===== src/design/vpd_ks_pkg.sv =====
// Package for the VPD keyword resource scanner: field widths, character
// constants, walk phase and register codes, the result struct.
// No dependencies.
package vpd_ks_pkg;

  localparam int DEFAULT_MAX_SECTION_BYTES = 1024;
  localparam int OUT_W     = 11;
  localparam int HDR_BYTES = 3;

  localparam logic [7:0] CHAR_0  = 8'h30;
  localparam logic [7:0] CHAR_9  = 8'h39;
  localparam logic [7:0] CHAR_A  = 8'h41;
  localparam logic [7:0] CHAR_Z  = 8'h5A;
  localparam logic [7:0] CHAR_US = 8'h5F;

  typedef enum logic [1:0] {
    PH_KW1,
    PH_KW2,
    PH_LEN,
    PH_DATA
  } phase_t;

  typedef enum logic [1:0] {
    REG_FIRST_CHAR  = 2'd0,
    REG_SECOND_CHAR = 2'd1,
    REG_KW_LENGTH   = 2'd2
  } reg_index_t;

  typedef struct packed {
    logic [7:0] first_char;
    logic [7:0] second_char;
    logic [1:0] kw_length;
  } kw_cfg_t;

  typedef struct packed {
    logic             found;
    logic [OUT_W-1:0] resource_offset;
    logic [OUT_W-1:0] used_length;
    logic             overflow;
  } result_t;

  function automatic logic valid_char(input logic [7:0] c);
    return c inside {[CHAR_0:CHAR_9], [CHAR_A:CHAR_Z], CHAR_US};
  endfunction

endpackage


===== src/design/vpd_ks_result_reg.sv =====
// Report output register: holds one report until the sink takes it.
// Depends on vpd_ks_pkg for result_t.
module vpd_ks_result_reg import vpd_ks_pkg::*; (
  input  logic    clk,
  input  logic    rst,
  input  logic    load,
  input  result_t result_in,
  input  logic    ready,
  output logic    valid,
  output result_t result_out
);

  always_ff @(posedge clk) begin
    if (rst) begin
      valid <= 1'b0;
    end else if (load) begin
      valid <= 1'b1;
    end else if (ready) begin
      valid <= 1'b0;
    end
  end

  always_ff @(posedge clk) begin
    if (load) begin
      result_out <= result_in;
    end
  end

endmodule


===== config.mk =====
export PLATFORM = sky130hd
export DESIGN_NAME = vpd_ks_result_reg
export DESIGN_NICKNAME = d
export VERILOG_FILES = /design/src/design/vpd_ks_pkg.sv /design/src/design/vpd_ks_result_reg.sv
export SDC_FILE = /design/constraint.sdc
export NUM_CORES = 1
export LEC_CHECK = 0
export BUFFER_PORTS_ARGS = -buffer_cell sky130_fd_sc_hd__buf_4
export CAP_MARGIN = 20
export CORE_MARGIN = 3
export CORE_UTILIZATION = 38
export CTS_CLUSTER_DIAMETER = 120
export DETAILED_ROUTE_END_ITERATION = 16
export PLACE_DENSITY = 0.75
export SLEW_MARGIN = 20
export SYNTH_ARGS = -nofsm -noshare
export SYNTH_HDL_FRONTEND = slang
export SYNTH_SLANG_ARGS = --single-unit

===== constraint.sdc =====
create_clock -name clk -period 0.89 [get_ports clk]
set_clock_uncertainty 0.1 [all_clocks]
set_input_delay 0.1335 -clock clk [delete_from_list [all_inputs] [get_ports clk]]
set_output_delay 0.1335 -clock clk [all_outputs]
set_load 0.02 [all_outputs]

======== Word level (Yosys, flattened, before mapping) ========
Index checks and enable logic that the tools add are counted.
operators by class
  reduce and logical (&&, ||, !) cells .... 1
  mux-type cells .......................... 2
operators with widths
  kind                count
  2-to-1 mux 1 bit    2
  nonzero test 2 bit  1
storage, ports and cells
  register bits ........................... 25
  output and inout port bits .............. 25

======== Depth between registers and ports, before layout ========
  word-level depth ........................ 2
  depth in mapped cells ................... 2
  gate-level depth less buffers ........... 2

======== Worst setup path after synthesis ========
Ideal clock, no wire load.
  path type ............................... register -> register
  start point ............................. register valid (netlist name)
  end point ............................... register valid
  stages on the path, launching flop included .. 3
  path buffers ............................ 0
  library setup time ...................... 66 ps
  period minus slack after synthesis ...... 795 ps
  arrival ................................. 629 ps
  required time ........................... 724 ps
  setup slack ............................. 95 ps
  cells stage by stage .................... dfxtp_1 nand2b_1 a21oi_2
RTL lines
  what                    line                     source
  end signal: assignment  vpd_ks_result_reg.sv:15  valid <= 1'b0;
  end signal: assignment  vpd_ks_result_reg.sv:17  valid <= 1'b1;
  end signal: assignment  vpd_ks_result_reg.sv:19  valid <= 1'b0;
  end: declaration        vpd_ks_result_reg.sv:9   output logic valid,

======== Worst setup path after layout ========
  start point ............................. register result_out[10] in the netlist's numbering
  end point ............................... output result_out[10] in the netlist's numbering
RTL lines
  what                      line                     source
  start: declaration        vpd_ks_result_reg.sv:10  output result_t result_out
  start signal: assignment  vpd_ks_result_reg.sv:25  result_out <= result_in;
No word-level cell between the ends.

==> summary.md <==
| Metric | Value |
|---|---|
| Status | finished with violations |
| Failing checks | negative setup slack |
| Worst vdd rail ir drop | 1.32 mV |
| Worst reg2reg endpoint | valid |
| Clock sink total | 25 |
| Data arrival time of the worst path | 0.89 ns |
| Number of nets in the final layout | 138 |
| Maximum fanout along the worst path | 1 |
| Post-layout minimum cycle time | ~1.1 ns |
| Worst reg2reg path startpoint | valid |
| Finished layout cell area | 1550 um^2 |
| Setup repair after global routing missed its margin | true |
| Data required time of the worst path | 0.66 ns |
| Core box area | 1800 um^2 |
| Highest clock rate | 891 MHz |
| CTS Root Buffer Type | clkbuf_4 |
| Final weighted congestion of routability-driven global placement | ~0.63 |
| Via/cell ratio | 4.32 |
| Antenna violations before repair | 0 |
| Overflow after GRT | 0 |
| Clock latency on the worst-skew pair | roughly 0.30 ns |
| Detailed route wirelength on metal2 | about 1.3 mm |
| Met1 Wirelength | between 700 and 800 um |
| Sw Pwr | between 500 and 600 uW |
| Register-to-Register Path Depth | 2 |
| H-tree Lvls | 1 |
| Logic gate share of total power | 0.215 |
| Max-cap violation count | 0 |
| Mean area per synthesized cell | 27.1 um^2 |
| Cell taking the most area after synthesis | edfxtp_1 |
| CP cell instances | buf_6 |
| Hold WC Path Type | input pin to flop |
| First element of the critical path | result_out[10] |
| Portion of the post-synthesis area used by sequential elements | 0.975 |
| Top-Level Pins | 53 |
| Fraction of layout instances using a drive strength above 1 | 0.532 |
| Input/output buffers | 52 |
| Number of iterations in the first detailed-routing pass | 3 |
| Routed wire per std cell | 16.2 um |
| Pins over their slew limit | 0 |
| Die span in y | between 50 and 60 um |
| End point of the critical path | result_out[10] |
| Worst reg-to-reg setup slack | about 0.11 ns |
| Leading cell types in the layout, fill and taps excluded | 27 x buf_4, 25 x dlygate4sd3_1, 25 x buf_6 |
| Slew HR | 0.798 |
| Count of state elements after synthesis | 25 |
| Slew at the pin with the worst max-slew slack | between 0.3 and 0.4 ns |
| Final setup violation count | 25 |
| Cell with the largest stage delay on the worst path | edfxtp_1 |
| Internal | 1.87 mW |
| Die extent in x | 50.7 um |
| WL met3 | 146 um |
| DRT antenna net count | 0 |
| Remaining routing DRC violations | 0 |
| Total CTS buffers | 3 |
| GRT Overall Usage | 0.190 |
| Most common library cell in the layout ignoring fill and taps | buf_4 |
| Post-synthesis instance area | 759 um^2 |
| Relative contribution of the clock network to total power | 0.193 |
| Global-route wire length before repair | around 3.3 mm |
| Total leakage power | 0.655 nW |
| Kind of capture point of the worst setup path | primary output |
| Synth top area cells | edfxtp_1 95%, dfxtp_1 2.6%, a21oi_2 1.2%, nand2b_1 0.82%, inv_1 0.49% |
| Sequential power share | 0.592 |
| Highest routed metal layer | met4 |
| Placed cell areas | 1180 um^2 |
| Total via count after detailed routing | 579 |
| Share of the synthesized area in the top cell type | 0.949 |
| Delay-heaviest family, CP | flip-flops |
| Switching Share | 0.231 |
| Clock transition at the registers of the reported paths | 0.12 ns |
| Area enclosed by the die boundary | 2570 um^2 |
| Number of synthesis warnings | 0 |
| Setup crit start kind | flop |
| Effective utilization at floorplan | 0.422 |
| Smallest setup slack after layout | -0.232 ns |
| Overall power after layout | approximately 2.4 mW |
| Stages on worst setup path | 1 |
| Count of cell types in the netlist | 5 |
| Post-DP HPWL | ~1.2 mm |
| Number of DRC markers in iteration 0 | 3 |
| Antenna fix cells | 0 |
| CTS max path bufs | 2 |
| Largest net degree at the start of global routing | 26 |
| Vias in the first global route | 634 |
| Clock tree from TritonCTS | yes |
| Critical path class | flop to primary output |
| Placement row count | 15 |
| Area growth syn-to-layout | 105% |
| Worst path bufs/invs | 1 |
| Hold violation count in the final report | 0 |
| Pre-CTS WS | 0.0366 ns |
| Mapped Nets | 56 |
| Cells after Synth | 28 |
| Power density of the placed cells | around 1600 nW/um^2 |
| Period utilisation layout | 1.26 |
| Maximum single-stage delay on the critical path | 0.43 ns |
| Detailed-route wire length | 2.17 mm |
==> logic make-up (layout without fill, tap and decap cells) <==
logic type	count (synthesis)	count (layout)	synth area share
buffers and inverters	1	82	0.00494
AOI/OAI and AO/OA	1	1	0.0115
DFF	25	25	0.975
and+or+nand+nor	1	1	0.00824
==> cell type report <==
| class | instances | area (um^2) |
|---|---|---|
| inverters | 1 | 3.75 |
| clock inverters | 1 | 5.00 |
| clock buffers | 3 | 22.5 |
| multi-input cells | 2 | 15.0 |
| fillers | 86 | 248 |
| flip-flops and latches | 25 | 742 |
| well taps | 25 | 31.3 |
| repair buffers | 77 | 734 |
==> power by group through the flow <==
stage	clock, mW	sequential (mW)	combinational, mW
global placement	0	1.44	0.366
floorplan	0	1.56	0.00508
CTS	0.482	1.43	0.509
finish	0.469	1.44	0.521
global route	0.531	1.45	0.546
detailed placement	0	1.44	0.373
==> worst min-delay path by stage <==
stage / end / startpoint / cells past startpoint / slack [ns]
2_1_floorplan: valid / rst / 1 / 0.1
4_1_cts: valid / ready / 3 / -0.02
6_report: valid / ready / 3 / 0.04
3_5_place_dp: valid / rst / 2 / 0.20
3_3_place_gp: valid / rst / 2 / 0.19
5_1_grt: valid / ready / 3 / 0.04
==> per-layer routing <==
metal  GRT usage  up-vias
met2       0.380       34
met3      0.0504        4
met5           0        -
li1            -      270
met1       0.178      271
met4      0.0673        0
==> timing repair <==
item	in CTS	in global routing
gates resized for setup	23	3
endpoints found under the hold margin	25	0
setup buffers	0	0
setup endpoints to repair	25	25
hold buffers	25	0
==> cell usage after synthesis (all sizes together) <==
cell type	number
a21oi	1
inv	1
dfxtp	1
edfxtp	24
nand2b	1
==> per-stage QoR <==
step,TNS [ns],util,hold WS (ns),std cells
after floorplan,0,-,0.0959,28
after global placement,0,0.656,0.189,105
after detailed placement,0,0.656,0.203,105
after CTS,-5.00,0.856,-0.0160,134
after global routing,-6.04,0.863,0.0397,134
final,-4.87,0.863,0.0393,134
==> sequential cells by signal, summed over array words and instances (netlist names) <==
signal,flops
valid,1
result_out,24
Note: power is estimated with default switching activity, not from simulation.
