### src/design/vpd_ks_pkg.sv
// Package for the VPD keyword resource scanner: field widths, character
// constants, walk phase and register codes, the result struct.
// No dependencies.
package vpd_ks_pkg;

  localparam int DEFAULT_MAX_SECTION_BYTES = 1024;
  localparam int OUT_W     = 11;
  localparam int HDR_BYTES = 3;

  localparam logic [7:0] CHAR_0  = 8'h30;
  localparam logic [7:0] CHAR_9  = 8'h39;
  localparam logic [7:0] CHAR_A  = 8'h41;
  localparam logic [7:0] CHAR_Z  = 8'h5A;
  localparam logic [7:0] CHAR_US = 8'h5F;

  typedef enum logic [1:0] {
    PH_KW1,
    PH_KW2,
    PH_LEN,
    PH_DATA
  } phase_t;

  typedef enum logic [1:0] {
    REG_FIRST_CHAR  = 2'd0,
    REG_SECOND_CHAR = 2'd1,
    REG_KW_LENGTH   = 2'd2
  } reg_index_t;

  typedef struct packed {
    logic [7:0] first_char;
    logic [7:0] second_char;
    logic [1:0] kw_length;
  } kw_cfg_t;

  typedef struct packed {
    logic             found;
    logic [OUT_W-1:0] resource_offset;
    logic [OUT_W-1:0] used_length;
    logic             overflow;
  } result_t;

  function automatic logic valid_char(input logic [7:0] c);
    return c inside {[CHAR_0:CHAR_9], [CHAR_A:CHAR_Z], CHAR_US};
  endfunction

endpackage

### src/design/vpd_ks_walker.sv
// Resource chain walker: scan state and its per-byte update, plus the
// report built from the updated state. Depends on vpd_ks_pkg.
module vpd_ks_walker import vpd_ks_pkg::*; #(
  parameter int MAX_SECTION_BYTES = DEFAULT_MAX_SECTION_BYTES
) (
  input  logic       clk,
  input  logic       rst,
  input  logic       step,
  input  logic [7:0] data,
  input  logic       last,
  input  kw_cfg_t    cfg,
  output result_t    result
);

  localparam int POS_W = $clog2(MAX_SECTION_BYTES + 1);
  localparam logic [POS_W-1:0] MAX_POS   = POS_W'(MAX_SECTION_BYTES);
  localparam logic [POS_W-1:0] FIRST_RES = POS_W'(HDR_BYTES);

  logic [POS_W-1:0] position, position_scan, position_next;
  logic [POS_W-1:0] resource_start, resource_start_scan, resource_start_next;
  phase_t           phase, phase_scan, phase_next;
  logic [7:0]       data_remaining, data_remaining_scan, data_remaining_next;
  logic             walk_stopped, walk_stopped_scan, walk_stopped_next;
  logic             keyword_matches, keyword_matches_scan, keyword_matches_next;
  logic             match_seen, match_seen_scan, match_seen_next;
  logic [POS_W-1:0] match_offset, match_offset_scan, match_offset_next;
  logic [POS_W-1:0] chain_length, chain_length_scan, chain_length_next;
  logic             size_exceeded, size_exceeded_scan, size_exceeded_next;
  logic             finish;

  // effect of this byte on the scan state
  always_comb begin
    position_scan        = position;
    resource_start_scan  = resource_start;
    phase_scan           = phase;
    data_remaining_scan  = data_remaining;
    walk_stopped_scan    = walk_stopped;
    keyword_matches_scan = keyword_matches;
    match_seen_scan      = match_seen;
    match_offset_scan    = match_offset;
    chain_length_scan    = chain_length;
    size_exceeded_scan   = size_exceeded;
    finish               = 1'b0;
    if (position >= MAX_POS) begin
      size_exceeded_scan = 1'b1;
    end else begin
      position_scan = position + POS_W'(1);
      if (position >= FIRST_RES && !walk_stopped) begin
        case (phase)
          PH_KW1: begin
            if (!valid_char(data)) begin
              walk_stopped_scan = 1'b1;
            end else begin
              keyword_matches_scan = (cfg.kw_length == 2'd0) || (data == cfg.first_char);
              phase_scan = PH_KW2;
            end
          end
          PH_KW2: begin
            if (!valid_char(data)) begin
              walk_stopped_scan = 1'b1;
            end else begin
              // kw_length of two or three compares both characters
              if (cfg.kw_length[1] && data != cfg.second_char) begin
                keyword_matches_scan = 1'b0;
              end
              phase_scan = PH_LEN;
            end
          end
          PH_LEN: begin
            if (data == 8'd0) begin
              finish = 1'b1;
            end else begin
              data_remaining_scan = data;
              phase_scan = PH_DATA;
            end
          end
          PH_DATA: begin
            data_remaining_scan = data_remaining - 8'd1;
            if (data_remaining == 8'd1) begin
              finish = 1'b1;
            end
          end
          default: ;
        endcase
        if (finish) begin
          chain_length_scan = position + POS_W'(1);
          if (keyword_matches && !match_seen) begin
            match_seen_scan   = 1'b1;
            match_offset_scan = resource_start;
          end
          resource_start_scan = position + POS_W'(1);
          phase_scan = PH_KW1;
        end
      end
    end
  end

  // section end returns the scan to its starting values
  always_comb begin
    if (last) begin
      position_next        = '0;
      resource_start_next  = FIRST_RES;
      phase_next           = PH_KW1;
      data_remaining_next  = 8'd0;
      walk_stopped_next    = 1'b0;
      keyword_matches_next = 1'b0;
      match_seen_next      = 1'b0;
      match_offset_next    = '0;
      chain_length_next    = FIRST_RES;
      size_exceeded_next   = 1'b0;
    end else begin
      position_next        = position_scan;
      resource_start_next  = resource_start_scan;
      phase_next           = phase_scan;
      data_remaining_next  = data_remaining_scan;
      walk_stopped_next    = walk_stopped_scan;
      keyword_matches_next = keyword_matches_scan;
      match_seen_next      = match_seen_scan;
      match_offset_next    = match_offset_scan;
      chain_length_next    = chain_length_scan;
      size_exceeded_next   = size_exceeded_scan;
    end
  end

  always_comb begin
    result.found           = match_seen_scan;
    result.resource_offset = match_seen_scan ? OUT_W'(match_offset_scan) : '0;
    result.used_length     = OUT_W'(chain_length_scan);
    result.overflow        = size_exceeded_scan;
  end

  always_ff @(posedge clk) begin
    if (rst) begin
      position        <= '0;
      resource_start  <= FIRST_RES;
      phase           <= PH_KW1;
      data_remaining  <= 8'd0;
      walk_stopped    <= 1'b0;
      keyword_matches <= 1'b0;
      match_seen      <= 1'b0;
      match_offset    <= '0;
      chain_length    <= FIRST_RES;
      size_exceeded   <= 1'b0;
    end else if (step) begin
      position        <= position_next;
      resource_start  <= resource_start_next;
      phase           <= phase_next;
      data_remaining  <= data_remaining_next;
      walk_stopped    <= walk_stopped_next;
      keyword_matches <= keyword_matches_next;
      match_seen      <= match_seen_next;
      match_offset    <= match_offset_next;
      chain_length    <= chain_length_next;
      size_exceeded   <= size_exceeded_next;
    end
  end

endmodule

### config.mk
export PLATFORM = sky130hd
export DESIGN_NAME = vpd_ks_walker
export DESIGN_NICKNAME = d
export VERILOG_FILES = /design/src/design/vpd_ks_pkg.sv /design/src/design/vpd_ks_walker.sv
export SDC_FILE = /design/constraint.sdc
export NUM_CORES = 1
export LEC_CHECK = 0
export BUFFER_PORTS_ARGS = -buffer_cell sky130_fd_sc_hd__buf_2
export CAP_MARGIN = 20
export CORE_MARGIN = 4
export CORE_UTILIZATION = 44
export DETAILED_ROUTE_END_ITERATION = 8
export PLACE_DENSITY = 0.67
export SLEW_MARGIN = 40
export SYNTH_ARGS = -nofsm -noshare
export SYNTH_HDL_FRONTEND = slang
export SYNTH_SLANG_ARGS = --single-unit
### constraint.sdc
create_clock -name clk -period 2.9 [get_ports clk]
set_input_delay 0.435 -clock clk [delete_from_list [all_inputs] [get_ports clk]]
set_output_delay 0.435 -clock clk [all_outputs]
set_load 0.005 [all_outputs]
======== Word level (Yosys, flattened, before mapping) ========
Index checks and enable logic that the tools add are counted.
storage, ports and cells
  bits in registers ....................... 58
  input port bits ......................... 30
  output and inout bits ................... 24
  word-level logic and storage cells ...... 112
cells by class
  $add $sub $neg .......................... 2
  order comparisons ....................... 6
  equality and inequality tests ........... 16
  muxes and demuxes ....................... 53
  reduce and logical (&&, ||, !) cells .... 25
operator list
  operator                                               count
  two-way mux 11 bit                                     16
  two-way mux 8 bit                                      4
  two-way mux 1 bit                                      22
  one-hot mux 8 bit (2 select lines)                     1
  two-way mux 2 bit                                      7
  AND reduction 7 bit                                    2
  != test 3 bit (second input constant)                  4
  != test 4 bit (second input constant)                  3
  adder 11 x 1 -> 11 bit (second input constant)         1
  >= comparator 11 bit (second input constant)           1
  >= comparator 11 x 2 -> 1 bit (second input constant)  1
  AND reduction 5 bit                                    2
  nonzero test 3 bit                                     3
  == test 8 x 1 -> 1 bit (second input constant)         1
  == test 8 x 7 -> 1 bit (second input constant)         1
  == test 8 bit                                          1
  >= comparator 8 x 6 -> 1 bit (second input constant)   1
  >= comparator 8 x 7 -> 1 bit (second input constant)   1
  <= comparator 8 x 6 -> 1 bit (second input constant)   1
  <= comparator 8 x 7 -> 1 bit (second input constant)   1
  logical NOT 8 bit                                      1
  != test 8 bit                                          1
  subtractor 8 x 1 -> 8 bit (second input constant)      1
  one-hot mux 2 bit (3 select lines)                     1
  other kinds (13)                                       24

======== Logic depth before layout (Yosys ltp) ========
Gate-level depths: netlist of run 1.
  depth in word-level cells ............... 9
  depth in mapped cells ................... 9
  mapped depth without buffers ............ 7

======== Worst setup path after synthesis of run 1 ========
No wires, ideal clock.
  path kind ............................... input port to output port
  from .................................... input port data[2]
  to ...................................... output port result[10] in the netlist's numbering
  data arrival time ....................... 2.360 ns
  data required time ...................... 2.465 ns
  setup slack ............................. 0.105 ns
  stages .................................. 6
  path buffers ............................ 2
  cells stage by stage .................... buf_6 -> or4_4 -> or3b_4 -> a211oi_4 -> buf_4 -> mux2_2
RTL lines
  what             line                 text
  start, declared  vpd_ks_walker.sv:9   input logic [7:0] data,
  end, declared    vpd_ks_walker.sv:12  output result_t result

==> results of run 1 <==
timing repair:
item	4_1_cts	5_1_grt
buffers inserted	7	2
cloned	2	2
pin swaps	3	4
setup endpoints to repair	22	22
gates resized for setup	28	7
per-layer routing:
| metal | GRT usage (%) | share of wire [%] | up-vias |
|---|---|---|---|
| li1 | - | - | 1705 |
| met1 | 28.2 | 45 | 1620 |
| met2 | 32.2 | 47 | 108 |
| met3 | 4.74 | 7.2 | 7 |
| met4 | 4.73 | 0.75 | 0 |
| met5 | 0 | 0 | - |
Yosys cell counts, types with 10 or more instances:
master     n  share of area (%)
or4_1     13                2.7
ha_1      10                3.5
a22oi_1   10                2.1
nand2_1   39                4.0
inv_1     24                2.5
mux2_2    11                3.4
a21oi_1   15                2.1
clkbuf_1  20                2.1
mux2i_1   12                3.3
a22o_1    11                2.7
nand4_1   16                2.8
nor2_1    35                3.6
xnor2_1   22                5.3
dfxtp_1   58                 32
kinds of logic after synthesis:
group                      after synthesis  synth area share (%)
and+or+nand+nor                        148                  21.1
DFF                                     58                  32.1
adders and majority gates               10                  3.46
xor gates and xnor gates                29                  7.02
muxes                                   23                  6.75
AOI/OAI and AO/OA                       96                  21.9
buffers and inverters                   59                  7.65
worst max-delay path, cell delays in order (launching register included):
cell      delay (ns)
dfxtp_1         0.35
or4_1           0.60
o31ai_4         0.40
a211oi_4        0.06
buf_6           0.15
buf_12          0.14
mux2_4          0.30
buf_6           0.11
power groups by stage:
stage               clock network, mW  registers, mW  logic, mW
floorplan                           0          0.825      0.116
global placement                    0          0.826      0.182
detailed placement                  0          0.826      0.184
CTS                             0.849          0.808      0.187
global route                    0.887          0.810      0.206
finish                          0.831          0.809      0.188
cell type report:
type                            count  area [um^2]  area share, %
Multi-Input combinational cell    306         2270           49.3
Sequential cell                    58         1160           25.3
Timing Repair Buffer               89          727           15.8
Clock buffer                       11          141           3.07
Tap cell                          102          128           2.77
Inverter                           25         93.8           2.04
Clock inverter                      5         77.6           1.69
state kept, by name, indices dropped and copies added, names as in the netlist:
signal / flops
keyword_matches: 1
size_exceeded: 1
chain_length: 11
walk_stopped: 1
position: 11
match_offset: 11
resource_start: 11
data_remaining: 8
phase: 2
match_seen: 1
worst paths after layout:
kind / endpoint / depth (start not counted) / startpoint / slack (ns)
worst min-delay path: keyword_matches / 4 / cfg[0] / 0.46
worst min register to register: size_exceeded / 2 / size_exceeded / 0.46
worst max-delay path: result[11] / 7 / position[9] / -0.007
worst max register to register: match_offset[5] / 8 / position[9] / 0.31
==> out/metrics.csv, run 1 <==
metric,value,unit
status,"finished, violations left",
violated checks,setup timing,
H-Tree Depth,3,
VDD IR max,0.308,mV
unrepaired setup endpoints after global routing,true,
wire per inst,16.6,um
final setup fails,8,
initial antenna violation count,0,
"commonest cells after routing, fill and taps aside","dfxtp_1, buf_2, nand2_1",
Power Total,1.83,mW
CTS clock-pin slew for the worst setup and hold paths,0.07,ns
Required @ worst endpoint,2.47,ns
first-pass GRT wire length,16.3,mm
Synth Net Count,463,
Power Density,398,mW/mm^2
GRT Util Overall,20.3,%
Setup Skew,0.00844,ns
Post-Place Setup Slack,0.0330,ns
# fillers,684,
min-delay worst type,in -> reg,
Min Hold Slack,0.460,ns
Synth Flop Type,dfxtp_1,
cts hold-fix bufs,0,
biggest fanout along the worst timing path,8,
count of input and output buffers,53,
internal power,1.38,mW
Synth Instances,423,
Routed Antenna Nets,0,
Post-synth EDFFs,0,
Finished Core Util,58.6,%
synth unique cells,60,
Die Area,0.00973,mm^2
setup TNS,-0.0379,ns
layout cells sized above 1,27.9,%
area of the core region,0.00785,mm^2
Synth Warn #,0,
dpl cells,567,
clk sinks,58,
nets,529,
Worst setup EP type,output pin,
Final period util,100,%
"Remaining Overflow, GRT",0,
Mapped Area,0.00362,mm^2
CTS buffer count,9,
Max-Cap Viols,0,
cell area after layout,0.00460,mm^2
"Cell Count, Final, Fillers Out",596,
logic gate share of total power,10.3,%
Ports,54,
Initial DRT Pass Iterations,5,
vias in the first global route,3243,
Yosys reg bits,58,
Inserted Diodes,0,
Avg Vias per Cell,5.77,
deepest clock path buffer count,2,
switching power total,0.445,mW
fmax,344,MHz
Final Hold Viols,0,
DR DRC count,0,
startpoint types,flip-flop,
HPWL after detailed placement,6.65,mm
most common library cell in the layout ignoring fill and taps,dfxtp_1,
relative slew slack,47.3,%
largest net degree at the start of global routing,45,
Post-Route WL,9.88,mm
Die Y-Extent,98.7,um
via count,3440,
drt first-iter violations,197,
fraction of power consumed by sequential logic,44.3,%
number of cell rows,32,
Final min period,2.91,ns
standby leakage power,1.80,nW
setup ws final,-0.00685,ns
worst-skew pair later-pin latency,0.34,ns
type of the worst setup path,reg -> out,
Clk pwr share,45.4,%
share of async-settable or async-resettable flops after synthesis,0,%
routability cong.,0.902,
Starting Density,46.1,%
die width,98.7,um
register area share after synthesis,32.1,%
CTS tree,built,
root buffer cell,clkbuf_8,
Post-DP Area,0.00404,mm^2
Least-Margin Pin Slew,0.790,ns
Area Overhead vs Synth,27.2,%
Switching Share,24.3,%
CP arrival,2.47,ns
Pins Over Slew Limit,0,
Mapped Avg Cell Area,8.55,um^2
Note: power is estimated with default switching activity, not from simulation.
==> inputs of run 2 (changes only) <==
- PLACE_DENSITY: 0.67 -> 0.66
- REMOVE_ABC_BUFFERS: default -> 1
==> run 2 against run 1 <==
The flow still finishes with violations (setup timing); clock-buffer cell count is the same; combinational power is 3% higher; first-iteration DRC count grew 29%; worst setup slack worse by 0.061 ns; largest cell class unchanged; largest power group unchanged.
==> out/metrics.csv, run 2 (same netlist as run 1, synthesis figures left out) <==
metric,value,unit,change
Final min period,2.97,ns,+0.0609 ns
Critical Path End,result[19],,
Worst path max stage delay,0.54,ns,-0.06 ns
CTS tree,built,,
vias in the first global route,3527,,+8.8%
violated checks,setup timing,,
biggest fanout along the worst timing path,4,,-4
min-delay worst type,in -> reg,,
Starting Density,46.1,%,unchanged
R2R depth,9,,+1
worst-path cell chain,buf_2 -> or4_4 -> or3b_4 -> buf_6 -> a2111oi_4 -> buf_6 -> clkbuf_16 -> a22o_1 -> buf_2,,
setup ws final,-0.0678,ns,-0.0609 ns
CTS buffer count,9,,unchanged
number of cell rows,32,,unchanged
CP top delay family,simple AND/OR/NAND/NOR gates,,
routability cong.,0.894,,-0.82%
Avg Vias per Cell,5.96,,+3.2%
setup TNS,-0.548,ns,-0.510 ns
CTS clock-pin slew for the worst setup and hold paths,0.07,ns,about the same
Inserted Diodes,0,,unchanged
count of input and output buffers,53,,unchanged
unrepaired setup endpoints after global routing,true,,
status,"finished, violations left",,
"commonest cells after routing, fill and taps aside","dfxtp_1, buf_2, nand2_1",,
Routed Antenna Nets,0,,unchanged
critical path's slowest cell,or4_4,,
Least-Margin Pin Slew,0.715,ns,-0.0750 ns
worst-skew pair later-pin latency,0.35,ns,about the same
"Remaining Overflow, GRT",0,,unchanged
root buffer cell,clkbuf_8,,
type of the worst setup path,in -> out,,
deepest clock path buffer count,2,,unchanged
Worst setup EP type,output pin,,
standby leakage power,1.82,nW,+0.97%
Power Density,407,mW/mm^2,+2.5%
Final period util,102,%,+2.1 points
most common library cell in the layout ignoring fill and taps,dfxtp_1,,
# fillers,703,,+2.8%
die width,98.7,um,unchanged
clk sinks,58,,unchanged
beginning of the critical path,data[1],,
Setup Skew,0.0121,ns,+0.00363 ns
area of the core region,0.00785,mm^2,unchanged
nets,535,,+1.1%
DR DRC count,0,,unchanged
Final Hold Viols,0,,unchanged
Die Area,0.00973,mm^2,unchanged
VDD IR max,0.202,mV,-34%
initial antenna violation count,0,,unchanged
Min Hold Slack,0.391,ns,-0.0695 ns
fmax,337,MHz,-2.1%
first-pass GRT wire length,17.9,mm,+10%
largest net degree at the start of global routing,38,,-16%
Ports,54,,unchanged
number of cells on the critical path,9,,+2
Required @ worst endpoint,2.47,ns,about the same
Initial DRT Pass Iterations,6,,+1
H-Tree Depth,3,,unchanged
via count,3585,,+4.2%
Area Overhead vs Synth,26.2,%,
relative slew slack,51.9,%,+4.6 points
final setup fails,11,,+3
Pins Over Slew Limit,0,,unchanged
wire per inst,17.8,um,+7.4%
buffers and inverters on the worst path,5,,+2
Post-Route WL,10.7,mm,+8.5%
GRT Util Overall,22.5,%,+2.2 points
Die Y-Extent,98.7,um,unchanged
startpoint types,input port,,
layout cells sized above 1,28.6,%,+0.66 points
worst r2r src,position[4],,
Max-Cap Viols,0,,unchanged
HPWL after detailed placement,6.88,mm,+3.4%
Worst R2R End,match_offset[2],,
CP arrival,2.53,ns,+0.06 ns
drt first-iter violations,255,,+29%
Post-Place Setup Slack,0.0520,ns,+0.0190 ns
R2R Setup Slk,0.18,ns,-0.13 ns
-- run 2: changes by cell type in the layout (fill, tap and decap cells not counted), moves of 3 or more --
cell    delta
buf_4      +8
mux2_2     +3
mux2_4     -3
buf_2      +4
buf_6      -4
-- run 2: where the power goes --
| part | internal, mW | switching [mW] |
|---|---|---|
| clock network | 0.505 | 0.354 |
| registers | 0.801 | 0.00601 |
| logic | 0.0777 | 0.116 |
| total | 1.38 | 0.476 |
-- run 2: final cells by class --
cell class / instances / area (um^2) / share of cell area [%]
tap: 102 / 128 / 2.80
clock buffer: 11 / 141 / 3.10
inverter: 25 / 93.8 / 2.06
multi-input combinational: 306 / 2240 / 49.1
clock inverter: 5 / 77.6 / 1.70
sequential: 58 / 1170 / 25.6
timing repair buffer: 95 / 714 / 15.7
-- run 2: stage by stage --
stage               cell area [um^2]  power, mW  cells  utilization (%)
global placement                4040       1.01    569             51.5
floorplan                       3430      0.914    389                -
finish                          4560       1.86    602             58.2
CTS                             4490       1.86    596             57.2
global route                    4560       1.92    602             58.2
detailed placement              4040       1.01    569             51.5
-- run 2: how the worst min path moves through the flow --
stage,from,endpoint,depth (start not counted)
floorplan,size_exceeded,size_exceeded,2
global placement,size_exceeded,size_exceeded,2
detailed placement,size_exceeded,size_exceeded,2
CTS,cfg[0],keyword_matches,4
global route,cfg[0],keyword_matches,4
finish,rst,data_remaining[6],2
-- run 2: metal layers --
layer,global-route usage [%],routed length (um)
met5,0,0
met4,8.82,195
met3,3.89,551
met2,37.1,5270
met1,29.3,4700
-- run 2: timing repair --
action | CTS | global route
resized for setup | 23 | 4
setup buffers | 9 | 5
setup endpoints to repair | 23 | 22
hold buffers | 0 | 0
gates cloned | 2 | 2
pin swaps | 0 | 5
